**src/rtl/ses_pkg.sv**
```systemverilog
// ses_pkg: widths, constants, codes and control types of the encoder speed estimator
// used by every rtl file of the block but ses_ram and assert_macros.svh; no dependencies
`timescale 1ns / 1ps

package ses_pkg;

    localparam int WORD_W      = 16;
    localparam int ANGLE_OUT_W = 14;
    localparam int SPEED_W     = 22;
    localparam int GAIN_W      = 24;
    localparam int FLEN_W      = 6;
    localparam int STATUS_W    = 2;
    localparam int SUM_W       = 28;
    localparam int WIDE_W      = 48;
    localparam int FRAC_SHIFT  = 16;

    localparam int CFG_IDX_W  = 1;
    localparam int CFG_DATA_W = 24;

    localparam int DEF_MAX_SLOTS  = 32;
    localparam int DEF_ANGLE_BITS = 14;

    localparam int SPEED_MAX = 2097151;
    localparam int SPEED_MIN = -2097152;

    localparam logic [GAIN_W-1:0] GAIN_RESET = GAIN_W'(9047787);
    localparam int                FLEN_RESET = 20;

    localparam logic [CFG_IDX_W-1:0] CFG_GAIN = CFG_IDX_W'(0);
    localparam logic [CFG_IDX_W-1:0] CFG_FLEN = CFG_IDX_W'(1);

    typedef enum logic [STATUS_W-1:0] {
        ST_SPEED  = 2'd0,
        ST_PARITY = 2'd1,
        ST_FIRST  = 2'd2
    } status_t;

    typedef enum logic [3:0] {
        S_IDLE,
        S_MUL,
        S_SUB,
        S_ADD,
        S_ABS,
        S_DIV,
        S_NEG,
        S_DONE
    } state_t;

    typedef enum logic {
        ALU_ADD,
        ALU_SUB
    } alu_op_t;

    typedef enum logic [2:0] {
        SEL_NONE,
        SEL_SLOT,
        SEL_SPEED,
        SEL_ABS,
        SEL_DIV,
        SEL_NEG
    } alu_sel_t;

    // flags from the datapath to the sequencer
    typedef struct packed {
        logic in_valid;
        logic skip_math;
        logic count_zero;
        logic div_last;
        logic out_free;
    } fsm_in_t;

    // strobes from the sequencer to the datapath
    typedef struct packed {
        logic     ready;
        logic     ld_prod;
        logic     upd_sub;
        logic     upd_add;
        logic     ld_abs;
        logic     div_step;
        logic     ld_avg;
        logic     ld_out;
        alu_sel_t sel;
    } ctrl_t;

endpackage

```
**src/rtl/ses_if.sv**
```systemverilog
// ses_in_if and ses_out_if: valid/ready channels of the encoder speed estimator
// depends on ses_pkg
`timescale 1ns / 1ps

interface ses_in_if import ses_pkg::*; ();
    logic              valid;
    logic              ready;
    logic [WORD_W-1:0] raw_word;

    modport source (output valid, output raw_word, input ready);
    modport sink   (input valid, input raw_word, output ready);
endinterface

interface ses_out_if import ses_pkg::*; ();
    logic                       valid;
    logic                       ready;
    logic [STATUS_W-1:0]        status;
    logic [ANGLE_OUT_W-1:0]     angle;
    logic signed [SPEED_W-1:0]  speed_q5;
    logic signed [SPEED_W-1:0]  filtered_speed_q5;

    modport source (output valid, output status, output angle, output speed_q5,
                    output filtered_speed_q5, input ready);
    modport sink   (input valid, input status, input angle, input speed_q5,
                    input filtered_speed_q5, output ready);
endinterface

```
**src/rtl/ses_ram.sv**
```systemverilog
// ses_ram: generic simple dual-port ram, one write and one registered read port
// no dependencies
`timescale 1ns / 1ps

module ses_ram #(
    parameter int WIDTH = 8,
    parameter int DEPTH = 32
) (
    input  logic                     clk,
    input  logic                     we,
    input  logic [$clog2(DEPTH)-1:0] waddr,
    input  logic [WIDTH-1:0]         wdata,
    input  logic                     re,
    input  logic [$clog2(DEPTH)-1:0] raddr,
    output logic [WIDTH-1:0]         rdata
);

    logic [WIDTH-1:0] mem [DEPTH];
    logic [WIDTH-1:0] rdata_reg;

    always_ff @(posedge clk)
    begin
        if (we)
        begin
            mem[waddr] <= wdata;
        end
        if (re)
        begin
            rdata_reg <= mem[raddr];
        end
    end

    assign rdata = rdata_reg;

endmodule

```
**src/rtl/ses_alu.sv**
```systemverilog
// ses_alu: the shared adder/subtractor for sum update, abs, divide steps and sign fix
// depends on ses_pkg
`timescale 1ns / 1ps

module ses_alu import ses_pkg::*; #(
    parameter int WIDTH = SUM_W + 1
) (
    input  logic [WIDTH-1:0] a,
    input  logic [WIDTH-1:0] b,
    input  alu_op_t          op,
    output logic [WIDTH-1:0] y
);

    always_comb
    begin
        case (op)
            ALU_ADD: y = a + b;
            ALU_SUB: y = a - b;
            default: y = a + b;
        endcase
    end

endmodule

```
**src/rtl/ses_ctrl.sv**
```systemverilog
// ses_ctrl: sequencer that steps one word through multiply, sum update and divide
// depends on ses_pkg
`timescale 1ns / 1ps

module ses_ctrl import ses_pkg::*; (
    input  logic    clk,
    input  logic    rst_n,
    input  fsm_in_t flags,
    output ctrl_t   ctrl
);

    state_t state_reg;
    state_t state_next;

    always_ff @(posedge clk or negedge rst_n)
    begin
        if (!rst_n)
        begin
            state_reg <= S_IDLE;
        end
        else
        begin
            state_reg <= state_next;
        end
    end

    always_comb
    begin
        state_next = state_reg;
        case (state_reg)
            S_IDLE:
            begin
                if (flags.in_valid)
                begin
                    state_next = flags.skip_math ? S_DONE : S_MUL;
                end
            end
            S_MUL: state_next = S_SUB;
            S_SUB: state_next = S_ADD;
            S_ADD: state_next = S_ABS;
            S_ABS: state_next = flags.count_zero ? S_DONE : S_DIV;
            S_DIV:
            begin
                if (flags.div_last)
                begin
                    state_next = S_NEG;
                end
            end
            S_NEG: state_next = S_DONE;
            S_DONE:
            begin
                if (flags.out_free)
                begin
                    state_next = S_IDLE;
                end
            end
            default: state_next = S_IDLE;
        endcase
    end

    always_comb
    begin
        ctrl = '0;
        ctrl.sel = SEL_NONE;
        case (state_reg)
            S_IDLE: ctrl.ready = 1'b1;
            S_MUL:  ctrl.ld_prod = 1'b1;
            S_SUB:
            begin
                ctrl.upd_sub = 1'b1;
                ctrl.sel     = SEL_SLOT;
            end
            S_ADD:
            begin
                ctrl.upd_add = 1'b1;
                ctrl.sel     = SEL_SPEED;
            end
            S_ABS:
            begin
                ctrl.ld_abs = !flags.count_zero;
                ctrl.sel    = SEL_ABS;
            end
            S_DIV:
            begin
                ctrl.div_step = 1'b1;
                ctrl.sel      = SEL_DIV;
            end
            S_NEG:
            begin
                ctrl.ld_avg = 1'b1;
                ctrl.sel    = SEL_NEG;
            end
            S_DONE: ctrl.ld_out = flags.out_free;
            default: ctrl.ready = 1'b0;
        endcase
    end

endmodule

```
**src/rtl/encoder_speed_estimator.sv**
```systemverilog
// encoder speed estimator: parity check, angle difference, gain scaling, moving average
// a speed word runs through multiply, sum update, abs, 28 divide steps on the shared
// adder, sign fix; parity errors and first samples skip the math; empty filter skips
// the divide; one word at a time, a new one is taken only after the result is loaded
// reset: async active low; gain 9047787, filter length 20, all filter state cleared
// depends on ses_pkg, ses_if, ses_ram, ses_alu, ses_ctrl
`timescale 1ns / 1ps

module encoder_speed_estimator import ses_pkg::*; #(
    parameter int MAX_SLOTS  = DEF_MAX_SLOTS,
    parameter int ANGLE_BITS = DEF_ANGLE_BITS
) (
    input  logic                  clk,
    input  logic                  rst_n,
    input  logic                  cfg_we,
    input  logic [CFG_IDX_W-1:0]  cfg_index,
    input  logic [CFG_DATA_W-1:0] cfg_data,
    ses_in_if.sink                sample,
    ses_out_if.source             result
);

    localparam int CUR_W     = $clog2(MAX_SLOTS);
    localparam int CNT_W     = $clog2(MAX_SLOTS + 1);
    localparam int PROD_W    = GAIN_W + 1 + ANGLE_BITS;
    localparam int ALU_W     = SUM_W + 1;
    localparam int ITER_W    = $clog2(SUM_W);
    localparam int FLEN_INIT = (FLEN_RESET > MAX_SLOTS) ? MAX_SLOTS : FLEN_RESET;

    localparam logic signed [WIDE_W-1:0] SPD_HI = WIDE_W'(SPEED_MAX);
    localparam logic signed [WIDE_W-1:0] SPD_LO = WIDE_W'(SPEED_MIN);

    // configuration
    logic [GAIN_W-1:0] gain_reg;
    logic [CNT_W-1:0]  flen_reg;
    logic [FLEN_W-1:0] flen_raw;
    logic [CNT_W-1:0]  flen_wr;

    // estimator state
    logic                     first_reg;
    logic [ANGLE_BITS-1:0]    prev_angle_reg;
    logic [SPEED_W-1:0]       held_speed_reg;
    logic [SPEED_W-1:0]       held_avg_reg;
    logic [MAX_SLOTS-1:0]     written_reg;
    logic [MAX_SLOTS-1:0]     active_reg;
    logic [SUM_W-1:0]         sum_reg;
    logic [CNT_W-1:0]         count_reg;
    logic [CUR_W-1:0]         cursor_reg;
    logic [ITER_W-1:0]        iter_reg;

    // working registers of one word
    status_t                  status_reg;
    logic signed [ANGLE_BITS-1:0] diff_reg;
    logic signed [PROD_W-1:0] prod_reg;
    logic [SPEED_W-1:0]       spd_reg;
    logic [SUM_W-1:0]         quot_reg;
    logic [CNT_W-1:0]         rem_reg;
    logic                     neg_reg;

    // result register
    logic                       out_valid_reg;
    logic [STATUS_W-1:0]        out_status_reg;
    logic [ANGLE_OUT_W-1:0]     out_angle_reg;
    logic [SPEED_W-1:0]         out_speed_reg;
    logic [SPEED_W-1:0]         out_avg_reg;

    ctrl_t   ctrl;
    fsm_in_t flags;

    logic                     take;
    logic                     bad_parity;
    logic [ANGLE_BITS-1:0]    angle_in;
    logic [ANGLE_BITS-1:0]    diff_next;
    logic [SPEED_W-1:0]       ram_rdata;
    logic [SPEED_W-1:0]       slot_val;
    logic signed [WIDE_W-1:0] prod_ext;
    logic signed [WIDE_W-1:0] spd_sh;
    logic [SPEED_W-1:0]       spd_next;
    logic [CNT_W:0]           cur_inc;
    logic [CNT_W:0]           trial;
    logic [ALU_W-1:0]         alu_a;
    logic [ALU_W-1:0]         alu_b;
    logic [ALU_W-1:0]         alu_y;
    alu_op_t                  alu_op;
    logic                     div_ge;
    logic                     diff_nz;

    assign take       = sample.valid && ctrl.ready;
    assign bad_parity = ^sample.raw_word;
    assign angle_in   = sample.raw_word[ANGLE_BITS-1:0];
    assign diff_next  = angle_in - prev_angle_reg;
    assign diff_nz    = (diff_reg != '0);
    assign slot_val   = written_reg[cursor_reg] ? ram_rdata : '0;

    // floor shift of the product, then clamp to the speed range
    assign prod_ext = {{(WIDE_W - PROD_W){prod_reg[PROD_W-1]}}, prod_reg};
    assign spd_sh   = prod_ext >>> FRAC_SHIFT;

    always_comb
    begin
        if (spd_sh > SPD_HI)
        begin
            spd_next = SPD_HI[SPEED_W-1:0];
        end
        else if (spd_sh < SPD_LO)
        begin
            spd_next = SPD_LO[SPEED_W-1:0];
        end
        else
        begin
            spd_next = spd_sh[SPEED_W-1:0];
        end
    end

    assign cur_inc = (CNT_W + 1)'(cursor_reg) + (CNT_W + 1)'(1);
    assign trial   = {rem_reg, quot_reg[SUM_W-1]};

    always_comb
    begin
        flen_raw = cfg_data[FLEN_W-1:0];
        if (flen_raw == '0)
        begin
            flen_wr = CNT_W'(1);
        end
        else if (flen_raw > FLEN_W'(MAX_SLOTS))
        begin
            flen_wr = CNT_W'(MAX_SLOTS);
        end
        else
        begin
            flen_wr = CNT_W'(flen_raw);
        end
    end

    // operand select for the shared adder
    always_comb
    begin
        case (ctrl.sel)
            SEL_SLOT:
            begin
                alu_a  = {sum_reg[SUM_W-1], sum_reg};
                alu_b  = {{(ALU_W - SPEED_W){slot_val[SPEED_W-1]}}, slot_val};
                alu_op = ALU_SUB;
            end
            SEL_SPEED:
            begin
                alu_a  = {sum_reg[SUM_W-1], sum_reg};
                alu_b  = {{(ALU_W - SPEED_W){spd_reg[SPEED_W-1]}}, spd_reg};
                alu_op = ALU_ADD;
            end
            SEL_ABS:
            begin
                alu_a  = '0;
                alu_b  = {sum_reg[SUM_W-1], sum_reg};
                alu_op = sum_reg[SUM_W-1] ? ALU_SUB : ALU_ADD;
            end
            SEL_DIV:
            begin
                alu_a  = ALU_W'(trial);
                alu_b  = ALU_W'(count_reg);
                alu_op = ALU_SUB;
            end
            SEL_NEG:
            begin
                alu_a  = '0;
                alu_b  = {1'b0, quot_reg};
                alu_op = neg_reg ? ALU_SUB : ALU_ADD;
            end
            default:
            begin
                alu_a  = '0;
                alu_b  = '0;
                alu_op = ALU_ADD;
            end
        endcase
    end

    assign div_ge = !alu_y[ALU_W-1];

    ses_alu #(
        .WIDTH (ALU_W)
    ) u_alu (
        .a  (alu_a),
        .b  (alu_b),
        .op (alu_op),
        .y  (alu_y)
    );

    ses_ram #(
        .WIDTH (SPEED_W),
        .DEPTH (MAX_SLOTS)
    ) u_ram (
        .clk   (clk),
        .we    (ctrl.upd_add && diff_nz),
        .waddr (cursor_reg),
        .wdata (spd_reg),
        .re    (take),
        .raddr (cursor_reg),
        .rdata (ram_rdata)
    );

    assign flags.in_valid   = sample.valid;
    assign flags.skip_math  = bad_parity || first_reg;
    assign flags.count_zero = (count_reg == '0);
    assign flags.div_last   = (iter_reg == ITER_W'(SUM_W - 1));
    assign flags.out_free   = !out_valid_reg || result.ready;

    ses_ctrl u_ctrl (
        .clk   (clk),
        .rst_n (rst_n),
        .flags (flags),
        .ctrl  (ctrl)
    );

    always_ff @(posedge clk or negedge rst_n)
    begin
        if (!rst_n)
        begin
            gain_reg <= GAIN_RESET;
        end
        else if (cfg_we && cfg_index == CFG_GAIN)
        begin
            gain_reg <= cfg_data[GAIN_W-1:0];
        end
    end

    always_ff @(posedge clk or negedge rst_n)
    begin
        if (!rst_n)
        begin
            flen_reg       <= CNT_W'(FLEN_INIT);
            first_reg      <= 1'b1;
            prev_angle_reg <= '0;
            held_speed_reg <= '0;
            held_avg_reg   <= '0;
            written_reg    <= '0;
            active_reg     <= '1;
            sum_reg        <= '0;
            count_reg      <= CNT_W'(FLEN_INIT);
            cursor_reg     <= '0;
            iter_reg       <= '0;
        end
        else if (cfg_we && cfg_index == CFG_FLEN)
        begin
            // new length restarts the filter
            flen_reg       <= flen_wr;
            first_reg      <= 1'b1;
            prev_angle_reg <= '0;
            held_speed_reg <= '0;
            held_avg_reg   <= '0;
            written_reg    <= '0;
            active_reg     <= '1;
            sum_reg        <= '0;
            count_reg      <= flen_wr;
            cursor_reg     <= '0;
            iter_reg       <= '0;
        end
        else
        begin
            if (take && !bad_parity)
            begin
                prev_angle_reg <= angle_in;
                first_reg      <= 1'b0;
            end
            if (ctrl.upd_sub && active_reg[cursor_reg])
            begin
                sum_reg <= alu_y[SUM_W-1:0];
                if (count_reg != '0)
                begin
                    count_reg <= count_reg - CNT_W'(1);
                end
            end
            if (ctrl.upd_add)
            begin
                if (diff_nz)
                begin
                    sum_reg                 <= alu_y[SUM_W-1:0];
                    count_reg               <= count_reg + CNT_W'(1);
                    held_speed_reg          <= spd_reg;
                    written_reg[cursor_reg] <= 1'b1;
                    active_reg[cursor_reg]  <= 1'b1;
                end
                else
                begin
                    active_reg[cursor_reg] <= 1'b0;
                end
                if (cur_inc >= (CNT_W + 1)'(flen_reg))
                begin
                    cursor_reg <= '0;
                end
                else
                begin
                    cursor_reg <= cur_inc[CUR_W-1:0];
                end
            end
            if (ctrl.ld_abs)
            begin
                iter_reg <= '0;
            end
            else if (ctrl.div_step)
            begin
                iter_reg <= iter_reg + ITER_W'(1);
            end
            if (ctrl.ld_avg)
            begin
                held_avg_reg <= alu_y[SPEED_W-1:0];
            end
        end
    end

    always_ff @(posedge clk)
    begin
        if (take)
        begin
            diff_reg <= diff_next;
            if (bad_parity)
            begin
                status_reg <= ST_PARITY;
            end
            else if (first_reg)
            begin
                status_reg <= ST_FIRST;
            end
            else
            begin
                status_reg <= ST_SPEED;
            end
        end
        if (ctrl.ld_prod)
        begin
            prod_reg <= $signed({1'b0, gain_reg}) * diff_reg;
        end
        if (ctrl.upd_sub)
        begin
            spd_reg <= spd_next;
        end
        if (ctrl.ld_abs)
        begin
            quot_reg <= alu_y[SUM_W-1:0];
            rem_reg  <= '0;
            neg_reg  <= sum_reg[SUM_W-1];
        end
        else if (ctrl.div_step)
        begin
            // restoring step: quotient bits shift in behind the dividend
            quot_reg <= {quot_reg[SUM_W-2:0], div_ge};
            rem_reg  <= div_ge ? alu_y[CNT_W-1:0] : trial[CNT_W-1:0];
        end
    end

    always_ff @(posedge clk or negedge rst_n)
    begin
        if (!rst_n)
        begin
            out_valid_reg <= 1'b0;
        end
        else if (ctrl.ld_out)
        begin
            out_valid_reg <= 1'b1;
        end
        else if (result.ready)
        begin
            out_valid_reg <= 1'b0;
        end
    end

    always_ff @(posedge clk)
    begin
        if (ctrl.ld_out)
        begin
            out_status_reg <= status_reg;
            out_angle_reg  <= ANGLE_OUT_W'(prev_angle_reg);
            out_speed_reg  <= held_speed_reg;
            out_avg_reg    <= held_avg_reg;
        end
    end

    assign sample.ready             = ctrl.ready;
    assign result.valid             = out_valid_reg;
    assign result.status            = out_status_reg;
    assign result.angle             = out_angle_reg;
    assign result.speed_q5          = out_speed_reg;
    assign result.filtered_speed_q5 = out_avg_reg;

endmodule

```
**src/flat_wrapper.sv**
```systemverilog
// flat-port wrapper written by rule: the top's interface ports become plain ports
module encoder_speed_estimator_flat import ses_pkg::*;
#(
    parameter int MAX_SLOTS  = DEF_MAX_SLOTS,
    parameter int ANGLE_BITS = DEF_ANGLE_BITS
)
  (clk, rst_n, cfg_we, cfg_index, cfg_data, sample_valid, sample_raw_word, sample_ready, result_valid, result_status, result_angle, result_speed_q5, result_filtered_speed_q5, result_ready);
  ses_in_if sample_i ();
  ses_out_if result_i ();
  input  logic clk;
  input  logic rst_n;
  input  logic cfg_we;
  input  logic [CFG_IDX_W-1:0] cfg_index;
  input  logic [CFG_DATA_W-1:0] cfg_data;
  input wire logic [$bits(sample_i.valid)-1:0] sample_valid;
  input wire logic [$bits(sample_i.raw_word)-1:0] sample_raw_word;
  output wire logic [$bits(sample_i.ready)-1:0] sample_ready;
  output wire logic [$bits(result_i.valid)-1:0] result_valid;
  output wire logic [$bits(result_i.status)-1:0] result_status;
  output wire logic [$bits(result_i.angle)-1:0] result_angle;
  output wire logic [$bits(result_i.speed_q5)-1:0] result_speed_q5;
  output wire logic [$bits(result_i.filtered_speed_q5)-1:0] result_filtered_speed_q5;
  input wire logic [$bits(result_i.ready)-1:0] result_ready;
  assign sample_i.valid = sample_valid;
  assign sample_i.raw_word = sample_raw_word;
  assign sample_ready = sample_i.ready;
  assign result_valid = result_i.valid;
  assign result_status = result_i.status;
  assign result_angle = result_i.angle;
  assign result_speed_q5 = result_i.speed_q5;
  assign result_filtered_speed_q5 = result_i.filtered_speed_q5;
  assign result_i.ready = result_ready;
  encoder_speed_estimator #(.MAX_SLOTS(MAX_SLOTS), .ANGLE_BITS(ANGLE_BITS)) u_core (.clk(clk), .rst_n(rst_n), .cfg_we(cfg_we), .cfg_index(cfg_index), .cfg_data(cfg_data), .sample(sample_i), .result(result_i));
endmodule
```
**config.mk**
```make
export PLATFORM = sky130hd
export DESIGN_NAME = encoder_speed_estimator_flat
export DESIGN_NICKNAME = d
export VERILOG_FILES = /design/src/rtl/ses_pkg.sv /design/src/rtl/ses_if.sv /design/src/rtl/ses_ram.sv /design/src/rtl/ses_alu.sv /design/src/rtl/ses_ctrl.sv /design/src/rtl/encoder_speed_estimator.sv /design/src/flat_wrapper.sv
export SDC_FILE = /design/constraint.sdc
export NUM_CORES = 2
export LEC_CHECK = 0
export BUFFER_PORTS_ARGS = -buffer_cell sky130_fd_sc_hd__buf_2
export CORE_ASPECT_RATIO = 0.8
export CORE_MARGIN = 3
export CORE_UTILIZATION = 35
export CTS_BUF_LIST = sky130_fd_sc_hd__clkbuf_2
export DETAILED_ROUTE_END_ITERATION = 8
export HOLD_SLACK_MARGIN = 0.03
export SLEW_MARGIN = 20
export SYNTH_ARGS = -nofsm -noshare
export SYNTH_HDL_FRONTEND = slang
export SYNTH_SLANG_ARGS = --single-unit
```
**constraint.sdc**
```tcl
create_clock -name clk -period 15.5 [get_ports clk]
set_clock_uncertainty 0.05 [all_clocks]
set_input_delay 3.1 -clock clk [delete_from_list [all_inputs] [get_ports clk]]
set_output_delay 3.1 -clock clk [all_outputs]
set_load 0.01 [all_outputs]
```
---- After elaboration in Yosys (flattened, before gate mapping) ----
Memories as Yosys holds them, arrays and structs flattened. A register that Yosys moved wholly into a read port is not among the register bits.
Cells that the tools add are included.
cells by class
  multiplexer cells ....................... 69
  multiply operators ...................... 1
  divide/modulo/power cells ............... 0
  shifts and indexed selects .............. 0
  add/sub/neg operators ................... 7
  bitwise gates (word level) .............. 6
  $lt $le $gt $ge ......................... 6
  reductions and logical operators ........ 30
  eq/ne operators ......................... 16
operators with widths
  kind                  count
  $mux 32               6
  $mux 28               6
  $mux 22               7
  $pmux 29 s5           1
  $pmux 29 s2           2
  $or 32x32->32         2
  $mux 6                8
  $mul 25x14->39        1
  $and 32x32->32        1
  $not 32->32           1
  $pmux 4 s8            1
  $mux 5                6
  $add 29x29->29        1
  $sub 29x29->29        1
  $mux 14               2
  $gt 23x22->1 const B  1
  $lt 23x22->1 const B  1
  $mux 1                19
  $eq 4x3->1 const B    4
  $reduce_xor 16->1     1
  $pmux 3 s5            1
  $reduce_bool 14->1    1
  $sub 14x14->14        1
  $logic_not 6->1       2
  33 further kinds      58
storage, ports and cells
  memories kept ........................... 1
  input port bits ......................... 46
  ROM bits ................................ 0
  RAM bits ................................ 704
  logic and storage cells ................. 161
  bits in latches ......................... 0
  register bits ........................... 374
  output and inout port bits .............. 62
memories
  memory            words  bits a word  rd ports  clocked after memory_dff  write ports  line           RTL
  u_core.u_ram.mem  32     22           1         1                         1            ses_ram.sv:18  logic [WIDTH-1:0] mem [DEPTH];

---- Logic depth before layout (Yosys ltp) ----
  depth in word-level cells ............... 11
  mapped depth ............................ 32
  depth with buffers taken out ............ 26

---- Modules after synthesis ----
Synthesis repeated with hierarchy kept, for this count alone.
second synthesis, totals
  cells, all modules ...................... 4495
  area, all modules ....................... 57463.9 µm²
modules (own cells, without submodules)
  module                   seq. area each (µm²)  instances  area an instance (µm²)  cells an instance
  ses_ram                  21800.9               1          28205.8                 1550
  encoder_speed_estimator  9640.5                1          26696.9                 2570
  ses_alu                  0.0                   1          2247.2                  334
  ses_ctrl                 75.1                  1          314.1                   41

---- Worst setup path after synthesis ----
OpenSTA, ideal clock, no wires.
  path kind ............................... flip-flop to flip-flop
  start point ............................. register u_core.gain_reg[7]
  end point ............................... register u_core.prod_reg[38] (data pin)
  arrival time ............................ 6396 ps
  stages on the path, launching flop included .. 24
  data required time ...................... 15190 ps
  path slack .............................. 8794 ps
  period minus slack after synthesis ...... 6706 ps
  library setup time ...................... 260 ps
  buffers on the path ..................... 1
  cell sequence ........................... dfstp_2 clkbuf_1 nand2_1 fa_1 inv_1 fa_1 fa_1 inv_1 fa_1 fa_1 inv_1 fa_1 ha_1 a41oi_1 o221ai_1 a221oi_1 nand2_1 o21ai_1 o21ai_0 a41o_1 a211o_1 a31o_2 a21oi_1 xnor2_1
between the ends
  word-level cells in the longest chain between the ends .. 1
ends and longest elaborated chain
  element                 line                            RTL
  from (decl)             encoder_speed_estimator.sv:33   logic [GAIN_W-1:0] gain_reg;
  from (signal assigned)  encoder_speed_estimator.sv:222  gain_reg <= cfg_data[GAIN_W-1:0];
  $mul 25x14->39          encoder_speed_estimator.sv:330  prod_reg <= $signed({1'b0, gain_reg}) * diff_reg;
  to (signal assigned)    encoder_speed_estimator.sv:330
  to (decl)               encoder_speed_estimator.sv:53   logic signed [PROD_W-1:0] prod_reg;
Every way passes these cells.
A chain may end at the register's enable or synchronous reset.

---- Worst setup path after layout ----
  start point ............................. register u_core.cursor_reg[1]
  end point ............................... register u_core.rem_reg[1]
between the ends
  word-level cells in the longest chain between the ends .. 7
  elaborated cells on any way between the ends .. 8
  those cells by class .................... 2 x add/sub; 6 x mux
ends and longest elaborated chain
  element                                           line                            RTL
  from (decl)                                       encoder_speed_estimator.sv:47   logic [CUR_W-1:0] cursor_reg;
  from (signal assigned)                            encoder_speed_estimator.sv:292  cursor_reg <= cur_inc[CUR_W-1:0];
  $bmux 1 s5 (*)                                    encoder_speed_estimator.sv:92   assign slot_val = written_reg[cursor_reg] ? ram_rdata : '0;
  $mux 1 (implied by the code) (*)                  encoder_speed_estimator.sv:92
  $mux 22 (*)                                       encoder_speed_estimator.sv:92
  $pmux 29 s5 (*)                                   encoder_speed_estimator.sv:137  case (ctrl.sel)
  $sub 29x29->29 or $add 29x29->29 (tied branches)  ses_alu.sv:18, ses_alu.sv:17
  $pmux 29 s2 (*)                                   ses_alu.sv:16                   case (op)
  $mux 6 (*)                                        encoder_speed_estimator.sv:346  rem_reg <= div_ge ? alu_y[CNT_W-1:0] : trial[CNT_W-1:0];
  to (signal assigned)                              encoder_speed_estimator.sv:346
  to (decl)                                         encoder_speed_estimator.sv:56   logic [CNT_W-1:0] rem_reg;
Mark *: on every way between the ends. The rest lies on a longest branch, timed or not. The select of a mux whose other input is x is not followed.

==> results.json <==
{
  "synthesis.area_sq_um": 55770,
  "ys_types": 76,
  "crit_path_frequent_cell": "a21oi_1",
  "ys_seq_area_share_pct": 56.52,
  "largest_reg_flops": 704,
  "cts-hold-fix-buffers": 0,
  "wirelength_microns": 144200,
  "static-leakage-power_nw": 23.79,
  "startpoint_type": "flip-flop",
  "synth_top_area_share_pct": 47.17,
  "yosysWarnings": 0,
  "synth_edf_count": 876,
  "crit_type": "reg2reg",
  "post-cts-setup-buffers": 0,
  "arrival_ns": 9.53,
  "cts_resized": 0,
  "netlist_instances": 4070,
  "synth_top_area_cell": "edfxtp_1",
  "cp_top_family": "compound AO/OA/AOI/OAI gates",
  "finalSetupTns_ns": 0,
  "relSlewSlack_pct": 21.25,
  "worstMarginPinSlew_ns": 1.181,
  "die_x_microns": 452.3,
  "final_net_count": 4846,
  "ioPinCount": 108,
  "cts_buffers": 281,
  "worstPathRequired_ns": 16.91,
  "grt_pass1_wl_microns": 218200,
  "cts.clk_slew.worst_paths_ns": 0.10,
  "drive_gt1_share_pct": 21.70,
  "wl_per_cell_microns": 21.63,
  "crit_chain": "buf_4, mux4_2, a221o_1, nand2_1, a31oi_4, a21oi_1, ha_1, and2_1, nand4_1, or3_1, a21oi_1, nor2_1, o21ai_0, ha_1, o21a_1, o221a_2, nor2_1, o31ai_1, a2111oi_1, nor3_1, o41ai_4, nor3_1, nor4_1, a21oi_1",
  "vias_per_cell": 5.166,
  "hold_violations": 0,
  "rsz0062_at_grt": "no",
  "synth_seq_cells": 1083,
  "synth-async-reset-ratio_pct": 18.56,
  "grt_antenna_before_repair": 8,
  "finalCritPeriodShare_pct": 52.36,
  "tritoncts": "yes",
  "dp_hpwl_microns": 93530,
  "gp_congestion": 0.8731,
  "slowest_delay_ns": 0.78,
  "dr_total_vias": 34430,
  "syn_nets": 4559,
  "clk_latency_ns": 1.60,
  "crit_path_end_kind": "flip-flop",
  "drv_cap": 0,
  "cp_slowest_cell": "buf_4",
  "cts-root-buf": "clkbuf_2",
  "status": "completed",
  "final_common_cell": "edfxtp_1",
  "grt_util_all_layers_pct": 17.58,
  "initial_utilization_pct": 35.38,
  "path_buf_inv": 1,
  "rows": 130,
  "final_antenna_net_count": 0,
  "ys_top_cells_by_area": "edfxtp_1, fa_1, mux4_2",
  "final_cell_mix": "edfxtp_1, nand2_1, clkbuf_2",
  "dieArea_sq_um": 164200,
  "synthFlopType": "edfxtp_1",
  "timing.fmax_mhz": 123.2,
  "first_pass_iters": 7,
  "core_region_area_sq_um": 157600,
  "fin_crit_ns": 8.116,
  "fin_util_pct": 39.02,
  "grt_pass1_vias": 34890,
  "peakVddDrop_v": 0.0003914,
  "ctsHtreeMaxLevel": 5,
  "fp.dieH_microns": 363.0,
  "cp_max_fo": 57,
  "clockBufferDepth": 4,
  "first_iter_violations": 3560,
  "grt-ovfl-total": 0,
  "hp-class": "reg2reg",
  "whs_ns": 0.3370,
  "grt_max_degree": 80,
  "drc": 0,
  "cts.sinks": 1083,
  "slew_violations": 0,
  "p_per_area_nw_per_um2": 230.9,
  "portBuffers": 107,
  "syn_to_final_growth_pct": 10.29,
  "setup_viol": 0,
  "avgSynthCellArea_sq_um": 13.70
}
==> logic make-up (layout without fill, tap and decap cells) <==
family,after synthesis,in the layout,share of synthesized area (%)
AND/OR/NAND/NOR,1088,1088,8.959
flip-flops,1083,1083,56.52
buffers and inverters,540,1014,3.666
AO/OA/AOI/OAI,484,484,5.533
adder cells (fa/ha/maj),443,443,13.48
multiplexers,335,335,10.32
XOR/XNOR,97,97,1.523
other,0,9,0
==> area by class of cell <==
class / count / area [sq um]
fill: 14900 / 96110
sequential: 1083 / 31530
multi-input combinational: 2447 / 22380
tap: 2112 / 2643
clock buffer: 412 / 2062
timing repair buffer: 212 / 1375
inverter: 332 / 1246
clock inverter: 58 / 254.0
antenna: 9 / 22.52
==> layer usage <==
| metal | global-route usage (%) | wire length (microns) | up-vias |
|---|---|---|---|
| met5 | 0 | 0 | - |
| met4 | 5.826 | 3355 | 0 |
| met3 | 4.154 | 12220 | 214 |
| met2 | 25.14 | 62140 | 1336 |
| met1 | 26.20 | 66450 | 17610 |
| li1 | - | - | 15280 |
==> worst reg2reg max path, stage by stage, from the launching register on <==
cell	delay (ns)
dfrtp_4	0.77
buf_4	0.81
mux4_2	0.65
a221o_1	0.33
nand2_1	0.12
a31oi_4	0.23
a21oi_1	0.29
ha_1	0.22
and2_1	0.13
nand4_1	0.30
or3_1	0.45
a21oi_1	0.16
nor2_1	0.06
o21ai_0	0.16
ha_1	0.29
o21a_1	0.15
o221a_2	0.29
nor2_1	0.20
o31ai_1	0.19
a2111oi_1	0.55
nor3_1	0.21
o41ai_4	0.78
nor3_1	0.15
nor4_1	0.38
a21oi_1	0.11
==> synthesized netlist by cell type (60+ instances only) <==
library cell and n:
edfxtp_1 876, nand2_1 435, inv_1 330, nor2_1 281, fa_1 263, mux4_2 188, ha_1 180, and2_1 170
clkbuf_1 167, a21oi_1 165, dfrtp_1 152, mux2i_1 106, o21ai_0 106, xnor2_1 60
==> final timing paths <==
check / from / to / slack, ns / cells after the start
max in group asynchronous: rst_n / u_core.prev_angle_reg[12] / 12.55 / 2
min: u_core.held_avg_reg[11] / u_core.result.filtered_speed_q5[11] / 0.34 / 0
min reg2reg: u_core.held_avg_reg[11] / u_core.result.filtered_speed_q5[11] / 0.34 / 0
min in group asynchronous: rst_n / u_core.held_avg_reg[8] / 1.47 / 1
max reg2reg: u_core.cursor_reg[1] / u_core.rem_reg[1] / 7.38 / 24
max: u_core.cursor_reg[1] / u_core.rem_reg[1] / 7.38 / 24
==> where the power goes <==
part	switching, mW	total, mW	internal (mW)
Clock	1.14	1.86	0.718
Sequential	0.284	4.18	3.90
Combinational	4.71	8.16	3.45
==> per-stage QoR <==
stage | setup WS, ns | instances | cell area, sq um | power, mW
global route | 6.849 | 6662 | 61500 | 15.60
global placement | 7.009 | 6180 | 59050 | 12.37
CTS | 7.163 | 6652 | 61390 | 14.40
floorplan | 8.794 | 4070 | 55770 | 10.24
finish | 7.384 | 6665 | 61510 | 14.20
detailed placement | 7.126 | 6182 | 59070 | 12.48
Note: power is estimated with default switching activity, not from simulation.
